## config.mk

```make
export PLATFORM = sky130hd
export DESIGN_NAME = mbpc_csr
export DESIGN_NICKNAME = d
export VERILOG_FILES = /design/src/design/mbpc_pkg.sv /design/src/design/mbpc_csr.sv
export SDC_FILE = /design/constraint.sdc
export NUM_CORES = 1
export LEC_CHECK = 0
export ABC_AREA = 1
export BUFFER_PORTS_ARGS = -buffer_cell sky130_fd_sc_hd__buf_2
export CAP_MARGIN = 20
export CORE_MARGIN = 5
export CORE_UTILIZATION = 30
export DETAILED_ROUTE_END_ITERATION = 12
export PLACE_DENSITY = 0.58
export SLEW_MARGIN = 20
export SYNTH_ARGS = -nofsm -noshare
export SYNTH_HDL_FRONTEND = slang
export SYNTH_SLANG_ARGS = --single-unit
```

## constraint.sdc

```tcl
create_clock -name clock -period 2.5 [get_ports clock]
set_clock_uncertainty 0.2 [all_clocks]
set_input_delay 0.75 -clock clock [delete_from_list [all_inputs] [get_ports clock]]
set_output_delay 0.75 -clock clock [all_outputs]
set_load 0.02 [all_outputs]
```

## src/design/mbpc_pkg.sv

```systemverilog
// Shared types, widths and constants for the Mandelbrot pixel colorer.
// No dependencies; used by every module of the block.
package mbpc_pkg;

   // Field widths.
   localparam int ITER_BITS  = 16;
   localparam int PIXEL_BITS = 12;
   localparam int FRAC_BITS  = 28;
   localparam int COORD_BITS = 32;
   localparam int STEP_BITS  = 31;
   localparam int COLOR_BITS = 8;
   localparam int ADDR_BITS  = 5;
   localparam int DATA_BITS  = 32;

   // Pixel mapping: c = min + index * step, held wide enough never to wrap.
   localparam int MAP_BITS = PIXEL_BITS + STEP_BITS;
   localparam int C_BITS   = MAP_BITS + 2;

   // Iteration datapath: magnitudes below 2.0, squares below 4.0, 2*zr*zi below 8.0.
   localparam int MAG_BITS = FRAC_BITS + 1;
   localparam int SQ_BITS  = FRAC_BITS + 2;
   localparam int P_BITS   = FRAC_BITS + 3;
   localparam int Z_BITS   = ((C_BITS > P_BITS) ? C_BITS : P_BITS) + 2;
   localparam logic [P_BITS-1:0] FOUR = P_BITS'(1) << (FRAC_BITS + 2);

   // Color: t = n * 2^24 / max_iter in Q1.24, one quotient bit per divider step.
   localparam int COLOR_FRAC  = 24;
   localparam int T_BITS      = COLOR_FRAC + 1;
   localparam int REM_BITS    = ITER_BITS + 1;
   localparam int DIV_STEPS   = T_BITS;
   localparam int COLOR_STEPS = 10;
   localparam int CNT_BITS    = (DIV_STEPS > COLOR_STEPS) ? $clog2(DIV_STEPS)
                                                          : $clog2(COLOR_STEPS);
   localparam logic [T_BITS-1:0] ONE        = T_BITS'(1) << COLOR_FRAC;
   localparam logic [T_BITS-1:0] RED_GAIN   = T_BITS'(2295);  // 9 * 255
   localparam logic [T_BITS-1:0] GREEN_GAIN = T_BITS'(3825);  // 15 * 255
   localparam logic [T_BITS-1:0] BLUE_GAIN  = T_BITS'(4335);  // 17 * 255, halved later

   // Register map, index = byte address / 4.
   typedef enum logic [2:0] {
      REG_X_MIN    = 3'd0,
      REG_Y_MIN    = 3'd1,
      REG_X_STEP   = 3'd2,
      REG_Y_STEP   = 3'd3,
      REG_MAX_ITER = 3'd4
   } csr_reg_type;

   typedef struct packed {
      logic [COORD_BITS-1:0] x_min;
      logic [COORD_BITS-1:0] y_min;
      logic [STEP_BITS-1:0]  x_step;
      logic [STEP_BITS-1:0]  y_step;
      logic [ITER_BITS-1:0]  max_iter;
   } cfg_type;

   // Shared-multiplier sequence for the color polynomials.
   typedef enum logic [3:0] {
      CS_T2    = 4'd0,
      CS_T3    = 4'd1,
      CS_U2    = 4'd2,
      CS_U3    = 4'd3,
      CS_PR    = 4'd4,
      CS_PG    = 4'd5,
      CS_PB    = 4'd6,
      CS_RED   = 4'd7,
      CS_GREEN = 4'd8,
      CS_BLUE  = 4'd9
   } color_step_type;

   typedef enum logic [2:0] {
      ST_IDLE,
      ST_MAP_MUL,
      ST_MAP_ADD,
      ST_ITER_MUL,
      ST_ITER_ADD,
      ST_DIV,
      ST_COLOR,
      ST_RESULT
   } state_type;

   typedef struct packed {
      logic           load_pixel;
      logic           map_mul;
      logic           map_add;
      logic           iter_mul;
      logic           iter_add;
      logic           div_init;
      logic           div_step;
      logic           color_en;
      color_step_type color_step;
      logic           color_clear;
      logic           load_out;
   } dp_cmd_type;

   typedef struct packed {
      logic at_limit;
      logic range_escape;
      logic sum_escape;
      logic iter_zero;
   } dp_status_type;

endpackage

```

## src/design/mbpc_csr.sv

```systemverilog
// Configuration registers behind the APB-style port.
// Depends on mbpc_pkg for the register map and the cfg_type bundle.
module mbpc_csr (
   input  logic                          clock,
   input  logic                          reset,
   input  logic                          csr_psel,
   input  logic                          csr_penable,
   input  logic                          csr_pwrite,
   input  logic [mbpc_pkg::ADDR_BITS-1:0] csr_paddr,
   input  logic [mbpc_pkg::DATA_BITS-1:0] csr_pwdata,
   output logic [mbpc_pkg::DATA_BITS-1:0] csr_prdata,
   output logic                          csr_pready,
   output mbpc_pkg::cfg_type             cfg
);

   mbpc_pkg::cfg_type     cfg_ff, cfg_in;
   mbpc_pkg::csr_reg_type reg_sel;
   logic                  wr_en;

   assign csr_pready = 1'b1;
   assign wr_en      = csr_psel && csr_penable && csr_pwrite;
   assign reg_sel    = mbpc_pkg::csr_reg_type'(csr_paddr[mbpc_pkg::ADDR_BITS-1:2]);

   always_comb begin
      cfg_in = cfg_ff;
      if (wr_en) begin
         case (reg_sel)
            mbpc_pkg::REG_X_MIN: begin
               cfg_in.x_min = csr_pwdata[mbpc_pkg::COORD_BITS-1:0];
            end
            mbpc_pkg::REG_Y_MIN: begin
               cfg_in.y_min = csr_pwdata[mbpc_pkg::COORD_BITS-1:0];
            end
            mbpc_pkg::REG_X_STEP: begin
               cfg_in.x_step = csr_pwdata[mbpc_pkg::STEP_BITS-1:0];
            end
            mbpc_pkg::REG_Y_STEP: begin
               cfg_in.y_step = csr_pwdata[mbpc_pkg::STEP_BITS-1:0];
            end
            mbpc_pkg::REG_MAX_ITER: begin
               cfg_in.max_iter = csr_pwdata[mbpc_pkg::ITER_BITS-1:0];
            end
            default: begin
               cfg_in = cfg_ff;
            end
         endcase
      end
   end

   always_ff @(posedge clock) begin
      if (reset) begin
         cfg_ff.x_min    <= mbpc_pkg::COORD_BITS'(32'hE000_0000);
         cfg_ff.y_min    <= mbpc_pkg::COORD_BITS'(32'hE800_0000);
         cfg_ff.x_step   <= mbpc_pkg::STEP_BITS'(786432);
         cfg_ff.y_step   <= mbpc_pkg::STEP_BITS'(786432);
         cfg_ff.max_iter <= mbpc_pkg::ITER_BITS'(256);
      end else begin
         cfg_ff <= cfg_in;
      end
   end

   always_comb begin
      case (reg_sel)
         mbpc_pkg::REG_X_MIN: begin
            csr_prdata = mbpc_pkg::DATA_BITS'(cfg_ff.x_min);
         end
         mbpc_pkg::REG_Y_MIN: begin
            csr_prdata = mbpc_pkg::DATA_BITS'(cfg_ff.y_min);
         end
         mbpc_pkg::REG_X_STEP: begin
            csr_prdata = mbpc_pkg::DATA_BITS'(cfg_ff.x_step);
         end
         mbpc_pkg::REG_Y_STEP: begin
            csr_prdata = mbpc_pkg::DATA_BITS'(cfg_ff.y_step);
         end
         mbpc_pkg::REG_MAX_ITER: begin
            csr_prdata = mbpc_pkg::DATA_BITS'(cfg_ff.max_iter);
         end
         default: begin
            csr_prdata = '0;
         end
      endcase
   end

   assign cfg = cfg_ff;

endmodule

```

* Yosys cells after proc, flatten, opt, wreduce, memory -nomap -nowiden
Index checks and enable logic that the tools add are counted.
Widths: inputs -> output; s select.
** Word-level totals
- Bits in latches :: 0
- ROM bits :: 0
- Memories kept :: 0
- Register bits :: 142
- Bits in writable memories :: 0
- Logic and storage cells :: 18
- Input bits :: 42
- Output and inout port bits :: 175
** Operators by class
- $lt $le $gt $ge :: 0
- Muxes and demuxes :: 1
- Add/sub/neg operators :: 0
- Reduce and logical (&&, ||, !) cells :: 8
- $mul :: 0
- Bitwise operators :: 0
- Shift-type cells :: 0
- Div/mod/pow operators :: 0
- Eq/ne operators :: 4
** Operators with widths (number)
- $pmux 32 s5 :: 1
- $reduce_and 2->1 :: 5
- $eq 3x2->1 const B :: 2
- $eq 3x1->1 const B :: 1
- $eq 3x3->1 const B :: 1
- $logic_not 3->1 :: 1
- $logic_and 1x1->1 :: 2

* Longest topological paths before layout
- Word-level depth :: 3
- Gate-level depth with buffers :: 9
- Mapped depth without buffers :: 7

* Least setup slack after synthesis
OpenSTA, ideal clock, no wires.
- Kind :: input-to-output
- Start :: input port csr_paddr[2] in the netlist's numbering
- End :: output port csr_prdata[14] in the netlist's numbering
- Setup slack :: -0.164 ns
- Data arrival time :: 1.714 ns
- Required time :: 1.550 ns
- Path buffers :: 2
- Cell stages on the path :: 7
- Path through :: buf_2 -> nor2_4 -> clkbuf_1 -> nand3_1 -> nand2_1 -> nor2_1 -> nand2_1
** Between the ends
- Cells in the longest elaborated chain, start to end :: 2
- Elaborated cells between the ends (all ways) :: 6
- Those cells by class :: eq/ne (4); mux (1); reduce/logical (1)
** RTL lines
- start, declared :: RTL line mbpc_csr.sv:9 : input logic [mbpc_pkg::ADDR_BITS-1:0] csr_paddr,
- $eq 3x3->1 (tied with other cells) :: RTL line mbpc_csr.sv:63 : case (reg_sel)
- $pmux 32 s5 * :: RTL line mbpc_csr.sv:63
- end, declared :: RTL line mbpc_csr.sv:11 : output logic [mbpc_pkg::DATA_BITS-1:0] csr_prdata,
Every way passes the cells marked *; elsewhere a longest branch is shown, timed or not.

* Worst setup path after layout
- Start :: input port csr_paddr[4] in the netlist's numbering
- End :: output port csr_prdata[24] in the netlist's numbering
Same word-level chain as after synthesis.

==> flow_metrics.py <==
metrics = {
    "run_status": {
        "status": "complete, but fails checks",
        "failed_checks": "setup timing",
    },
    "clocking": {
        "cts_tree": "yes",
        "clk_pin_slew_ns": 0.06,
        "clock_latency_ns": 0.42,
        "clkSinkCount": 142,
        "cts.path.max_buffers": 2,
        "clockRootBuffer": "clkbuf_16",
        "hold_buffers": 0,
        "h-tree-depth": 4,
        "numCtsBuffers": 17,
    },
    "drt": {
        "ant_nets": 0,
        "drc_errors": 0,
        "dr.first_iter.drc_count": 467,
        "vias": 7787,
        "dr.pass1.iters": 5,
        "vias_per_cell": 4.683,
        "routed_wl_mm": 28.02,
        "wl_per_cell_um": 16.85,
    },
    "die": {
        "initial_core_util_pct": 30.53,
        "die_h_um": 161.8,
        "die_w_um": 161.8,
        "die_area_um2": 26170,
        "core_um2": 22640,
        "pin_count": 217,
        "rows": 55,
    },
    "cells_and_area": {
        "multi_input_area_um2": 3575,
        "synthToLayoutAreaGrowth_pct": 45.00,
        "seqCellArea_um2": 2843,
        "drive_gt1_share_pct": 28.96,
        "fin_area_um2": 10020,
        "fin_util_pct": 44.27,
        "finalNetCount": 1409,
        "nFillCells": 2385,
        "diodes": 0,
        "largest_reg_flops": 142,
    },
    "logic_synthesis": {
        "synth_area_leader_cell": "dfxtp_1",
        "ys_ff_latch": 142,
        "syn_inst": 1128,
        "ys.warnings.count": 0,
        "synthTopCellsByArea": "dfxtp_1 (41%), nand2_1 (17%), nor2_1 (17%)",
        "ys_seq_area_share_pct": 41.13,
        "synth_ff_type": "dfxtp_1",
        "syn_area_um2": 6912,
        "async_flop_share_pct": 0,
        "synth.distinct_cells": 19,
        "synth_most_common_cell": "nand2_1",
        "synth_common_cells": "nand2_1 (316), nor2_1 (315), nand3_1 (150), dfxtp_1 (142), inv_1 (101)",
        "syn-num-nets": 1170,
        "avgSynthCellArea_um2": 6.127,
        "synth_edf_count": 0,
        "synth_top_area_share_pct": 41.13,
    },
    "power": {
        "ir_worst_vdd_mv": 0.3924,
        "p_per_area_nw_per_um2": 536.4,
        "p_leak_nw": 4.913,
        "power_mw": 5.376,
    },
    "setup_path": {
        "cp.arrival_ns": 1.79,
        "end_kind": "primary output",
        "cp_max_fo": 7,
        "path_class": "input port to primary output",
        "crit_path_start_kind": "input port",
        "cp_data_required_time_ns": 1.55,
    },
    "sta": {
        "slew_viol_final": 0,
        "setup_ws_ns": -0.2439,
        "fmax_ghz": 0.3644,
        "fin_crit_ns": 2.744,
        "hold_slack_ns": 0.2893,
        "fin_crit_sh_pct": 109.8,
        "hold_viol": 0,
        "rsz0062_at_grt": "true",
        "setup_viol": 32,
    },
    "placement": {
        "place_congestion": 0.8348,
        "portBuffers": 213,
        "dpl-instance-area_um2": 8782,
        "dp_hpwl_mm": 19.19,
    },
    "global_route": {
        "grt_max_degree": 55,
        "groute.usage.overall_pct": 20.67,
        "gr-total-overflow": 0,
        "grt_pass1_wl_mm": 41.83,
        "grt_pass1_vias": 7312,
        "antenna_found_initial": 1,
    },
    "run": {
        "maxCapViolations": 0,
    },
    "hold_path": {
        "hold_path_class": "flip-flop to flip-flop",
    },
}
## metrics by stage
stage	setup TNS [ns]	std cells	setup WS (ns)
3_5_place_dp	-10.08	1617	-0.3756
3_3_place_gp	-9.840	1617	-0.3694
5_1_grt	-7.530	1663	-0.2756
4_1_cts	-5.425	1663	-0.2101
2_1_floorplan	0	1128	0.0004018
6_report	-5.732	1663	-0.2439
## repair_timing
item / in CTS / in global routing
cloned: 5 / 1
endpoints found under the setup margin: 32 / 32
resized for setup: 107 / 30
pin swaps: 23 / 7
setup buffers: 14 / 1
## path summary, 6_finish.rpt
path	start	end	slack [ns]	depth (start not counted)
worst max-delay path	csr_paddr[4]	csr_prdata[24]	-0.24	8
worst min-delay path	cfg[140]$_SDFFE_PP1P_	cfg[140]$_SDFFE_PP1P_	0.29	2
worst max register to register	cfg[97]$_SDFFE_PP0P_	cfg[97]$_SDFFE_PP0P_	1.63	2
worst min register to register	cfg[140]$_SDFFE_PP1P_	cfg[140]$_SDFFE_PP1P_	0.29	2
## worst max-delay path: stages
cell      delay [ns]
buf_12          0.10
clkinv_8        0.08
nand2_4         0.07
nor2_4          0.06
buf_12          0.15
a21oi_1         0.32
nand2_2         0.10
buf_6           0.15
## power by group
group | internal [mW] | leakage [nW] | switching [mW]
logic | 0.248 | 3.51 | 0.390
registers | 2.29 | 1.15 | 0.0262
clock network | 1.40 | 0.255 | 1.02
## cell families after synthesis
group | Yosys count | share of synthesized area, %
DFF | 142 | 41.13
other | 1 | 0.05426
and+or+nand+nor | 794 | 46.76
AOI/OAI and AO/OA | 16 | 1.158
buffers and inverters | 175 | 10.90
## routing by layer
| layer | global-route usage (%) | routed length, um | part of all wire, % | vias to the layer above |
|---|---|---|---|---|
| met5 | 0 | 13 | 0.046 | - |
| met4 | 8.266 | 939 | 3.4 | 2 |
| met3 | 5.455 | 2226 | 7.9 | 42 |
| met2 | 35.46 | 13540 | 48 | 290 |
| met1 | 24.67 | 11300 | 40 | 3556 |
| li1 | - | - | - | 3897 |
## layout by cell type, fill, tap and decap left out, types with 3 or more instances in the layout
master / count
clkinv_2: 5
nand3_1: 144
clkbuf_16: 18
a21oi_2: 8
nand2_2: 29
nand2_4: 4
inv_2: 4
dfxtp_1: 142
buf_6: 39
buf_16: 3
buf_4: 42
clkinvlp_4: 6
buf_2: 178
nor2_4: 8
buf_12: 23
inv_1: 97
nand3_2: 7
nand2_1: 282
nor2_2: 10
a21oi_1: 5
nor2_1: 306
## final cells by class
cell class                 count  area share (%)
multi-input combinational    811           35.67
sequential                   142           28.36
clock inverter                11          0.9488
clock buffer                  19           4.519
tap                          285           3.558
inverter                     106           4.232
timing repair buffer         289           22.71
No activity file was read; power rests on OpenSTA's default activity.
