[src/design/mbpc_pkg.sv]
// Shared types, widths and constants for the Mandelbrot pixel colorer.
// No dependencies; used by every module of the block.
package mbpc_pkg;

   // Field widths.
   localparam int ITER_BITS  = 16;
   localparam int PIXEL_BITS = 12;
   localparam int FRAC_BITS  = 28;
   localparam int COORD_BITS = 32;
   localparam int STEP_BITS  = 31;
   localparam int COLOR_BITS = 8;
   localparam int ADDR_BITS  = 5;
   localparam int DATA_BITS  = 32;

   // Pixel mapping: c = min + index * step, held wide enough never to wrap.
   localparam int MAP_BITS = PIXEL_BITS + STEP_BITS;
   localparam int C_BITS   = MAP_BITS + 2;

   // Iteration datapath: magnitudes below 2.0, squares below 4.0, 2*zr*zi below 8.0.
   localparam int MAG_BITS = FRAC_BITS + 1;
   localparam int SQ_BITS  = FRAC_BITS + 2;
   localparam int P_BITS   = FRAC_BITS + 3;
   localparam int Z_BITS   = ((C_BITS > P_BITS) ? C_BITS : P_BITS) + 2;
   localparam logic [P_BITS-1:0] FOUR = P_BITS'(1) << (FRAC_BITS + 2);

   // Color: t = n * 2^24 / max_iter in Q1.24, one quotient bit per divider step.
   localparam int COLOR_FRAC  = 24;
   localparam int T_BITS      = COLOR_FRAC + 1;
   localparam int REM_BITS    = ITER_BITS + 1;
   localparam int DIV_STEPS   = T_BITS;
   localparam int COLOR_STEPS = 10;
   localparam int CNT_BITS    = (DIV_STEPS > COLOR_STEPS) ? $clog2(DIV_STEPS)
                                                          : $clog2(COLOR_STEPS);
   localparam logic [T_BITS-1:0] ONE        = T_BITS'(1) << COLOR_FRAC;
   localparam logic [T_BITS-1:0] RED_GAIN   = T_BITS'(2295);  // 9 * 255
   localparam logic [T_BITS-1:0] GREEN_GAIN = T_BITS'(3825);  // 15 * 255
   localparam logic [T_BITS-1:0] BLUE_GAIN  = T_BITS'(4335);  // 17 * 255, halved later

   // Register map, index = byte address / 4.
   typedef enum logic [2:0] {
      REG_X_MIN    = 3'd0,
      REG_Y_MIN    = 3'd1,
      REG_X_STEP   = 3'd2,
      REG_Y_STEP   = 3'd3,
      REG_MAX_ITER = 3'd4
   } csr_reg_type;

   typedef struct packed {
      logic [COORD_BITS-1:0] x_min;
      logic [COORD_BITS-1:0] y_min;
      logic [STEP_BITS-1:0]  x_step;
      logic [STEP_BITS-1:0]  y_step;
      logic [ITER_BITS-1:0]  max_iter;
   } cfg_type;

   // Shared-multiplier sequence for the color polynomials.
   typedef enum logic [3:0] {
      CS_T2    = 4'd0,
      CS_T3    = 4'd1,
      CS_U2    = 4'd2,
      CS_U3    = 4'd3,
      CS_PR    = 4'd4,
      CS_PG    = 4'd5,
      CS_PB    = 4'd6,
      CS_RED   = 4'd7,
      CS_GREEN = 4'd8,
      CS_BLUE  = 4'd9
   } color_step_type;

   typedef enum logic [2:0] {
      ST_IDLE,
      ST_MAP_MUL,
      ST_MAP_ADD,
      ST_ITER_MUL,
      ST_ITER_ADD,
      ST_DIV,
      ST_COLOR,
      ST_RESULT
   } state_type;

   typedef struct packed {
      logic           load_pixel;
      logic           map_mul;
      logic           map_add;
      logic           iter_mul;
      logic           iter_add;
      logic           div_init;
      logic           div_step;
      logic           color_en;
      color_step_type color_step;
      logic           color_clear;
      logic           load_out;
   } dp_cmd_type;

   typedef struct packed {
      logic at_limit;
      logic range_escape;
      logic sum_escape;
      logic iter_zero;
   } dp_status_type;

endpackage

[src/design/mbpc_ctrl.sv]
// Sequencer: handshakes, iteration loop, divider and color step counts.
// Depends on mbpc_pkg; commands mbpc_dpath through dp_cmd_type.
module mbpc_ctrl (
   input  logic                      clock,
   input  logic                      reset,
   input  logic                      req_valid,
   output logic                      req_ready,
   output logic                      rsp_valid,
   input  logic                      rsp_ready,
   input  mbpc_pkg::dp_status_type   status,
   output mbpc_pkg::dp_cmd_type      cmd
);

   localparam logic [mbpc_pkg::CNT_BITS-1:0] DIV_LAST =
      mbpc_pkg::CNT_BITS'(mbpc_pkg::DIV_STEPS - 1);
   localparam logic [mbpc_pkg::CNT_BITS-1:0] COLOR_LAST =
      mbpc_pkg::CNT_BITS'(mbpc_pkg::COLOR_STEPS - 1);

   mbpc_pkg::state_type              state_ff, state_in;
   logic [mbpc_pkg::CNT_BITS-1:0]    cnt_ff, cnt_in;
   logic                             rsp_valid_ff, rsp_valid_in;
   logic                             loop_exit, out_free;

   assign loop_exit = status.at_limit || status.range_escape;
   assign out_free  = !rsp_valid_ff || rsp_ready;

   // next state
   always_comb begin
      state_in = state_ff;
      case (state_ff)
         mbpc_pkg::ST_IDLE: begin
            if (req_valid) state_in = mbpc_pkg::ST_MAP_MUL;
         end
         mbpc_pkg::ST_MAP_MUL: begin
            state_in = mbpc_pkg::ST_MAP_ADD;
         end
         mbpc_pkg::ST_MAP_ADD: begin
            state_in = mbpc_pkg::ST_ITER_MUL;
         end
         mbpc_pkg::ST_ITER_MUL: begin
            if (!loop_exit)            state_in = mbpc_pkg::ST_ITER_ADD;
            else if (status.iter_zero) state_in = mbpc_pkg::ST_RESULT;
            else                       state_in = mbpc_pkg::ST_DIV;
         end
         mbpc_pkg::ST_ITER_ADD: begin
            state_in = status.sum_escape ? mbpc_pkg::ST_DIV : mbpc_pkg::ST_ITER_MUL;
         end
         mbpc_pkg::ST_DIV: begin
            if (cnt_ff == DIV_LAST) state_in = mbpc_pkg::ST_COLOR;
         end
         mbpc_pkg::ST_COLOR: begin
            if (cnt_ff == COLOR_LAST) state_in = mbpc_pkg::ST_RESULT;
         end
         mbpc_pkg::ST_RESULT: begin
            if (out_free) state_in = mbpc_pkg::ST_IDLE;
         end
         default: begin
            state_in = mbpc_pkg::ST_IDLE;
         end
      endcase
   end

   // step counter, shared by the divider and the color sequence
   always_comb begin
      case (state_ff)
         mbpc_pkg::ST_DIV: begin
            cnt_in = (cnt_ff == DIV_LAST) ? '0 : cnt_ff + mbpc_pkg::CNT_BITS'(1);
         end
         mbpc_pkg::ST_COLOR: begin
            cnt_in = cnt_ff + mbpc_pkg::CNT_BITS'(1);
         end
         default: begin
            cnt_in = '0;
         end
      endcase
   end

   // outputs
   always_comb begin
      cmd        = '0;
      req_ready  = 1'b0;
      case (state_ff)
         mbpc_pkg::ST_IDLE: begin
            req_ready      = 1'b1;
            cmd.load_pixel = req_valid;
         end
         mbpc_pkg::ST_MAP_MUL: begin
            cmd.map_mul = 1'b1;
         end
         mbpc_pkg::ST_MAP_ADD: begin
            cmd.map_add = 1'b1;
         end
         mbpc_pkg::ST_ITER_MUL: begin
            cmd.iter_mul    = !loop_exit;
            cmd.div_init    = loop_exit && !status.iter_zero;
            cmd.color_clear = loop_exit && status.iter_zero;
         end
         mbpc_pkg::ST_ITER_ADD: begin
            cmd.iter_add = !status.sum_escape;
            cmd.div_init = status.sum_escape;
         end
         mbpc_pkg::ST_DIV: begin
            cmd.div_step = 1'b1;
         end
         mbpc_pkg::ST_COLOR: begin
            cmd.color_en   = 1'b1;
            cmd.color_step = mbpc_pkg::color_step_type'(cnt_ff[3:0]);
         end
         mbpc_pkg::ST_RESULT: begin
            cmd.load_out = out_free;
         end
         default: begin
            cmd = '0;
         end
      endcase
   end

   // result valid: set on load, cleared on transfer
   assign rsp_valid_in = cmd.load_out ? 1'b1 : (rsp_ready ? 1'b0 : rsp_valid_ff);

   always_ff @(posedge clock) begin
      if (reset) begin
         state_ff     <= mbpc_pkg::ST_IDLE;
         cnt_ff       <= '0;
         rsp_valid_ff <= 1'b0;
      end else begin
         state_ff     <= state_in;
         cnt_ff       <= cnt_in;
         rsp_valid_ff <= rsp_valid_in;
      end
   end

   assign rsp_valid = rsp_valid_ff;

   a_load_into_free_slot: assert property (@(posedge clock) disable iff (reset)
      cmd.load_out |-> (!rsp_valid_ff || rsp_ready))
      else $error("result register overwritten before transfer");

   a_valid_from_result: assert property (@(posedge clock) disable iff (reset)
      $rose(rsp_valid_ff) |-> $past(state_ff == mbpc_pkg::ST_RESULT))
      else $error("result valid raised outside the result state");

   a_div_count_range: assert property (@(posedge clock) disable iff (reset)
      (state_ff == mbpc_pkg::ST_DIV) |-> (cnt_ff <= DIV_LAST))
      else $error("divider step count out of range");

   a_color_count_range: assert property (@(posedge clock) disable iff (reset)
      (state_ff == mbpc_pkg::ST_COLOR) |-> (cnt_ff <= COLOR_LAST))
      else $error("color step count out of range");

endmodule

[config.mk]
export PLATFORM = sky130hd
export DESIGN_NAME = mbpc_ctrl
export DESIGN_NICKNAME = d
export VERILOG_FILES = /design/src/design/mbpc_pkg.sv /design/src/design/mbpc_ctrl.sv
export SDC_FILE = /design/constraint.sdc
export NUM_CORES = 1
export LEC_CHECK = 0
export ABC_AREA = 1
export BUFFER_PORTS_ARGS = -buffer_cell sky130_fd_sc_hd__clkbuf_2
export CAP_MARGIN = 20
export CORE_MARGIN = 8
export CORE_UTILIZATION = 42
export DETAILED_ROUTE_END_ITERATION = 6
export GPL_ROUTABILITY_DRIVEN = 0
export PLACE_DENSITY = 0.8
export SETUP_SLACK_MARGIN = 0.05
export SLEW_MARGIN = 30
export SYNTH_ARGS = -nofsm -noshare
export SYNTH_HDL_FRONTEND = slang
export SYNTH_SLANG_ARGS = --single-unit
[constraint.sdc]
create_clock -name clock -period 1.18 [get_ports clock]
set_input_delay 0.118 -clock clock [delete_from_list [all_inputs] [get_ports clock]]
set_output_delay 0.118 -clock clock [all_outputs]
set_load 0.05 [all_outputs]
=== After elaboration in Yosys (flattened, before gate mapping) ===
Index checks and enable logic that the tools add are counted.

* Output and inout bits: 16
* Word-level logic and storage cells: 51
* Input bits: 8
* Bits in registers: 9

* Add/subtract/negate cells: 1
* Equality and inequality tests: 13
* Multiplexer cells: 23
* Reduce and logical (&&, ||, !) cells: 11

{| class="wikitable"
|+ Operators with widths
! kind !! number
|-
| $pmux W3 S8 || 1
|-
| $mux W3 || 5
|-
| $eq A3 B3 Y1 const B || 4
|-
| $mux W1 || 11
|-
| $mux W5 || 2
|-
| $pmux W5 S2 || 1
|-
| $ne A2 B2 Y1 const B || 4
|-
| $eq A3 B2 Y1 const B || 2
|-
| $add A5 B1 Y5 const B || 1
|-
| $eq A5 B4 Y1 const B || 1
|-
| $eq A5 B5 Y1 const B || 1
|-
| $logic_not A1 Y1 || 4
|-
| $mux W2 || 2
|-
| $reduce_and A4 Y1 || 1
|-
| $eq A3 B1 Y1 const B || 1
|-
| $logic_not A3 Y1 || 1
|-
| $logic_and A1 B1 Y1 || 2
|-
| $logic_or A1 B1 Y1 || 2
|-
| $pmux W1 S2 || 1
|-
| $reduce_bool A2 Y1 || 1
|}

=== Longest topological paths before layout ===
Gate-level depths: netlist of run 1.

* Word-level depth: 4
* Mapped depth: 11
* Depth with buffers taken out: 11

=== Least setup slack after synthesis of run 1 ===
OpenSTA, ideal clock, no wires.

* Kind: register -> output
* From: register state_ff[0]
* To: output port cmd[8] (netlist name)
* Path buffers: 0
* Arrival: 1.919 ns
* Required time: 1.062 ns
* Slack: -0.857 ns
* Stages on the path, launching flop included: 5
* Cell sequence: dfxtp_1 -> nand2_1 -> nor2_2 -> inv_2 -> o31ai_1

{| class="wikitable"
|+ RTL lines
! what !! RTL line !! source
|-
| start, declared || mbpc_ctrl.sv:19 || <nowiki>mbpc_pkg::state_type state_ff, state_in;</nowiki>
|-
| start signal, assigned || mbpc_ctrl.sv:123 || <nowiki>state_ff <= mbpc_pkg::ST_IDLE;</nowiki>
|-
| start signal, assigned || mbpc_ctrl.sv:127 || <nowiki>state_ff <= state_in;</nowiki>
|-
| end, declared || mbpc_ctrl.sv:11 || <nowiki>output mbpc_pkg::dp_cmd_type cmd</nowiki>
|}

==> results of run 1 <==
## power breakdown
group          switching [uW]  internal (uW)  leakage (uW)
clock                     135            131     0.0000150
combinational             395            278      0.000516
sequential               31.5            322     0.0000768
## worst paths after layout
path / from / endpoint
max: state_ff[1]$_SDFFE_PP0P_ / cmd[3]
min: reset / state_ff[2]$_SDFFE_PP0P_
max reg2reg: cnt_ff[1]$_SDFF_PP0_ / state_ff[0]$_SDFFE_PP0P_
min reg2reg: cnt_ff[0]$_SDFF_PP0_ / cnt_ff[0]$_SDFF_PP0_
## cells in the mapped netlist
master	number	area share
dfxtp_1	9	0.27
o21a_1	1	0.011
nand3b_1	2	0.023
a21oi_1	1	0.0075
nand3_1	3	0.023
ha_1	3	0.056
nor2_4	1	0.017
buf_4	1	0.011
inv_1	16	0.090
nor3_1	2	0.015
nand2_4	2	0.034
clkinv_2	1	0.0075
nand4_1	1	0.0094
nand2_2	3	0.028
xor2_1	2	0.026
a21oi_2	1	0.013
o31ai_1	1	0.011
buf_6	1	0.017
nor2_1	19	0.11
nand2_1	14	0.079
inv_2	4	0.023
xnor2_1	1	0.013
a31oi_1	1	0.0094
o21ai_1	2	0.015
nor2_2	4	0.038
nand3_2	3	0.045
## metrics by stage
step                setup slack (ns)  hold WS (ns)  total power [uW]  utilization  TNS (ns)
detailed placement            -0.143         0.307               906        0.775    -0.469
finish                        -0.292        0.0436              1290        0.952     -4.62
floorplan                     -0.178         0.173               686            -     -1.84
CTS                           -0.220        0.0284              1230        0.930     -2.93
global placement             -0.0155         0.306               887        0.775   -0.0280
global route                  -0.405        0.0416              1350        0.952     -6.23
## kinds of logic (layout without fill, tap and decap cells)
family,Yosys count,after routing,share of synthesized area
AOI/OAI and AO/OA,7,7,0.0677
xor gates and xnor gates,3,3,0.0395
adders and majority gates,3,3,0.0564
buffers and inverters,23,69,0.148
DFF,9,9,0.271
and+or+nand+nor,54,54,0.417
## layer usage
metal	vias up	wire, um
met5	-	0
met4	0	164
met3	20	196
met2	57	1690
met1	414	1090
li1	393	-
## cell type report
type / instances / share of cell area
clock buffer: 4 / 0.0185
inverter: 21 / 0.0733
multi-input combinational: 67 / 0.401
sequential: 9 / 0.139
tap: 16 / 0.0141
timing repair buffer: 44 / 0.354
## timing repair
item                                    in CTS  in global routing
buffers inserted                             5                  1
gates resized for setup                     44                 11
endpoints found under the setup margin      23                 23
pin swaps                                   12                  6
cloned                                       0                  0
## registers in the layout, summed over array words and instances (netlist names)
signal / flops
cnt_ff: 5
rsp_valid: 1
state_ff: 3
==> results.json, run 1 <==
{
  "place_area_sq_um": 1150,
  "grt_util_met2": 0.340,
  "post_drt_wl_per_cell_um": 19.5,
  "grt_max_degree": 7,
  "final_cell_mix": "buf_4 (17), nor2_4 (11), buf_12 (11)",
  "crit_slowest_cell": "dfxtp_4",
  "cap_violations": 0,
  "worst_slack_ns": -0.292,
  "worstSetupStartpointType": "flip-flop",
  "tritoncts": "built",
  "endpoint_kind": "output pin",
  "die_w_um": 55.8,
  "cts_made_buffers": 3,
  "met1_usage": 0.139,
  "status": "finished with violations",
  "post-route-period-util": 1.25,
  "fp.coreArea_sq_um": 1490,
  "die_h_um": 55.8,
  "drt_iter0_drc": 37,
  "grt.busiest_layer": "met2",
  "drive_gt1_frac": 0.717,
  "power.leakage_uw": 0.000608,
  "clock-root-buffer": "clkbuf_4",
  "wl_um": 3150,
  "critPathMostFrequentCell": "nor2_4",
  "layout_commonest_cell": "buf_4",
  "slew_violations": 0,
  "cp.required_ns": 1.06,
  "fin_cells": 161,
  "powerDensity_nw_per_um2": 912,
  "synthCells": 99,
  "fmax_ghz": 0.679,
  "cp_slowest_stage_delay_ns": 0.39,
  "clkTransAtPathRegs_ns": 0.07,
  "syn_avg_cell_area_sq_um": 6.72,
  "diodes": 0,
  "vias": 884,
  "clk_latency_ns": 0.27,
  "hold_violations": 0,
  "fin_crit_ns": 1.47,
  "syn_nets": 110,
  "via_per_inst": 5.49,
  "ir_drop_uv": 730,
  "grt_pass1_wl_um": 4170,
  "drc_errors": 0,
  "multi_input_area_sq_um": 568,
  "yosys_register_bits": 9,
  "die-area_sq_um": 3110,
  "initial_utilization": 0.447,
  "relSlewSlack": 0.810,
  "rows": 14,
  "portBuffers": 23,
  "hold_path.class": "input port to flip-flop",
  "violations": "negative setup slack",
  "seq_area_sq_um": 198,
  "crit_cells": 6,
  "crit_family": "flip-flops",
  "rrSetupSlack_ns": -0.23,
  "finalInstanceArea_sq_um": 1420,
  "antenna_found_initial": 0,
  "critPathMaxFanout": 5,
  "fill_cells": 35,
  "final_nets": 157,
  "synth_cell_type_count": 26,
  "htreeDepth": 1,
  "track_usage": 0.163,
  "boundaryPins": 24,
  "ys_seq_area_frac": 0.271,
  "hold_depth": 2,
  "rr_worst_depth": 11,
  "ys.warnings.count": 0,
  "cp_num_buf_inv": 3,
  "finClkSkew_ns": 0.00237,
  "grt_pass1_vias": 890,
  "ant_nets": 0,
  "worstPathArrival_ns": 1.35,
  "crit_chain": "buf_6, nand2_4, nor2_4, inv_6, nor2_4, buf_12",
  "clock_sinks": 9,
  "dp_cells": 151,
  "syn_to_final_growth_pct": 113,
  "crit_type": "flip-flop to output pin",
  "worst_pin_slew_ns": 0.284,
  "synth_area_sq_um": 666,
  "overflow": 0,
  "rsz0062_at_grt": "yes",
  "firstDrtPassIters": 4,
  "clk_path_buf_depth": 2,
  "post-dp-hpwl_um": 1650,
  "setup_viol": 23,
  "ctsHoldBuffers": 0,
  "grt_use_met3": 0.0297
}
Note: power is estimated with default switching activity, not from simulation.
==> inputs of run 2 (changes only) <==
--- a/config.mk
+++ b/config.mk
@@ -9,10 +9,10 @@
 export BUFFER_PORTS_ARGS = -buffer_cell sky130_fd_sc_hd__clkbuf_2
 export CAP_MARGIN = 20
 export CORE_MARGIN = 8
-export CORE_UTILIZATION = 42
+export CORE_UTILIZATION = 51
 export DETAILED_ROUTE_END_ITERATION = 6
 export GPL_ROUTABILITY_DRIVEN = 0
-export PLACE_DENSITY = 0.8
+export PLACE_DENSITY = 0.9
 export SETUP_SLACK_MARGIN = 0.05
 export SLEW_MARGIN = 30
 export SYNTH_ARGS = -nofsm -noshare
==> constraint.sdc (replaced) <==
create_clock -name clock -period 1.9 [get_ports clock]
set_input_delay 0.19 -clock clock [delete_from_list [all_inputs] [get_ports clock]]
set_output_delay 0.19 -clock clock [all_outputs]
set_load 0.05 [all_outputs]
==> run 2 against run 1 <==
Against the previous run: the flow now finishes without violations; routed wire length fell by 50%; global-route usage shrank 4.0 points; flip-flop and latch count unchanged; critical path depth decreased by 1; register-to-register slack improved by 0.83 ns; first-iteration DRC count fell by 68%; cell count fell by 14%; total power shrank 54%; die area decreased by 13%; via count fell by 24%; sequential power is 38% lower; largest cell class unchanged.
==> results.json, run 2 (synthesis results as in run 1) <==
{
  "track_usage": 0.123,
  "crit_chain": "nand2_1, nor2_2, inv_2, o31ai_2, clkbuf_4",
  "die-area_sq_um": 2720,
  "die_w_um": 52.1,
  "wl_met1_um": 614,
  "fp.coreArea_sq_um": 1250,
  "power.leakage_uw": 0.000421,
  "powerDensity_nw_per_um2": 730,
  "htreeDepth": 1,
  "drt_iter0_drc": 12,
  "hold_path.class": "input port to flip-flop",
  "cts_setup_buffers": 0,
  "rr_worst_depth": 10,
  "post-dp-hpwl_um": 1330,
  "status": "finished clean",
  "ir_drop_uv": 376,
  "crit_type": "flip-flop to output pin",
  "wl_met3_um": 136,
  "worstPathArrival_ns": 1.56,
  "clk_latency_ns": 0.26,
  "post_drt_wl_per_cell_um": 11.3,
  "vias": 674,
  "grt_pass1_wl_um": 2570,
  "die_h_um": 52.1,
  "holdPathEnd": "state_ff[2]$_SDFFE_PP0P_",
  "final_cell_mix": "clkbuf_2 (21), nor2_1 (19), inv_1 (16)",
  "r2r_end": "state_ff[0]$_SDFFE_PP0P_",
  "worst_pin_slew_ns": 0.311,
  "syn_to_final_growth_pct": 22.6,
  "rsz0062_at_grt": "yes",
  "clk_path_buf_depth": 2,
  "clkTransAtPathRegs_ns": 0.06,
  "fin_setup_tns_ns": 0,
  "initial_utilization": 0.531,
  "final_nets": 136,
  "routed-wl-met2_um": 775,
  "slew_violations": 0,
  "overflow": 0,
  "firstDrtPassIters": 4,
  "clock_sinks": 9,
  "drc_errors": 0,
  "worstSetupStartpointType": "flip-flop",
  "clock-root-buffer": "clkbuf_4",
  "wl_um": 1570,
  "endpoint_kind": "output pin",
  "place_area_sq_um": 786,
  "ant_nets": 0,
  "dr.max_layer_used": "met4",
  "grt_pass1_vias": 656,
  "largest_reg_flops": 5,
  "rr_startpoint": "cnt_ff[0]$_SDFF_PP0_",
  "rows": 13,
  "cts_made_buffers": 3,
  "fill_cells": 121,
  "drive_gt1_frac": 0.379,
  "critPathMaxFanout": 7,
  "hold_depth": 2,
  "setup_viol": 0,
  "diodes": 0,
  "cap_violations": 0,
  "whs_ns": 0.107,
  "tritoncts": "built",
  "grt_max_degree": 10,
  "cp.required_ns": 1.71,
  "hold_violations": 0,
  "finClkSkew_ns": 0.00714,
  "seq_area_sq_um": 181,
  "final_util": 0.651,
  "rrSetupSlack_ns": 0.60,
  "finalInstanceArea_sq_um": 816,
  "via_per_inst": 4.85,
  "fin_crit_ns": 1.75,
  "post-route-period-util": 0.921,
  "antenna_found_initial": 0,
  "boundaryPins": 24,
  "multi_input_area_sq_um": 392,
  "portBuffers": 23,
  "layout_commonest_cell": "clkbuf_2",
  "top_register": "cnt_ff",
  "fmax_ghz": 0.571,
  "relSlewSlack": 0.792,
  "worstHoldStart": "reset",
  "cp_slowest_stage_delay_ns": 0.47,
  "crit_slowest_cell": "dfxtp_1"
}
run 2: cell type report:
cell class	instances	area share
sequential	9	0.222
multi-input combinational	67	0.480
tap	15	0.0230
clock buffer	4	0.0322
inverter	21	0.0982
timing repair buffer	23	0.144
run 2: report_power, final:
part / switching [uW] / leakage [uW] / internal [uW]
sequential: 19.1 / 0.0000735 / 199
clock: 67.2 / 0.0000150 / 81.0
combinational: 165 / 0.000333 / 64.1
run 2: repair_timing:
| item | CTS | global route |
|---|---|---|
| setup endpoints to repair | 0 | 4 |
| hold buffers | 0 | 0 |
| gates resized for setup | 0 | 4 |
run 2: metrics by stage:
step	instances	total power (uW)	setup WS, ns
2_1_floorplan	99	404	-0.0620
4_1_cts	139	599	0.101
5_1_grt	139	631	0.0331
3_5_place_dp	135	452	0.390
6_report	139	595	0.149
3_3_place_gp	135	445	0.471
run 2: worst max path at each step:
stage               cells past startpoint      to                     start
finish                                  5  cmd[8]  state_ff[0]$_SDFFE_PP0P_
global route                            5  cmd[8]  state_ff[0]$_SDFFE_PP0P_
CTS                                     5  cmd[8]  state_ff[0]$_SDFFE_PP0P_
detailed placement                      5  cmd[8]  state_ff[0]$_SDFFE_PP0P_
global placement                        5  cmd[8]  state_ff[0]$_SDFFE_PP0P_
floorplan                               5  cmd[2]  state_ff[2]$_SDFFE_PP0P_
run 2: routing by layer:
metal / vias up / GRT usage
li1: 351 / -
met1: 292 / 0.125
met2: 25 / 0.206
met3: 6 / 0.0285
met4: 0 / 0.111
met5: - / 0
run 2: worst max-delay path, delay by kind of cell (launching register included):
family | cells | cell delay, ns
flops | 1 | 0.47
simple gates | 2 | 0.33
buf+inv | 2 | 0.32
compound gates | 1 | 0.17
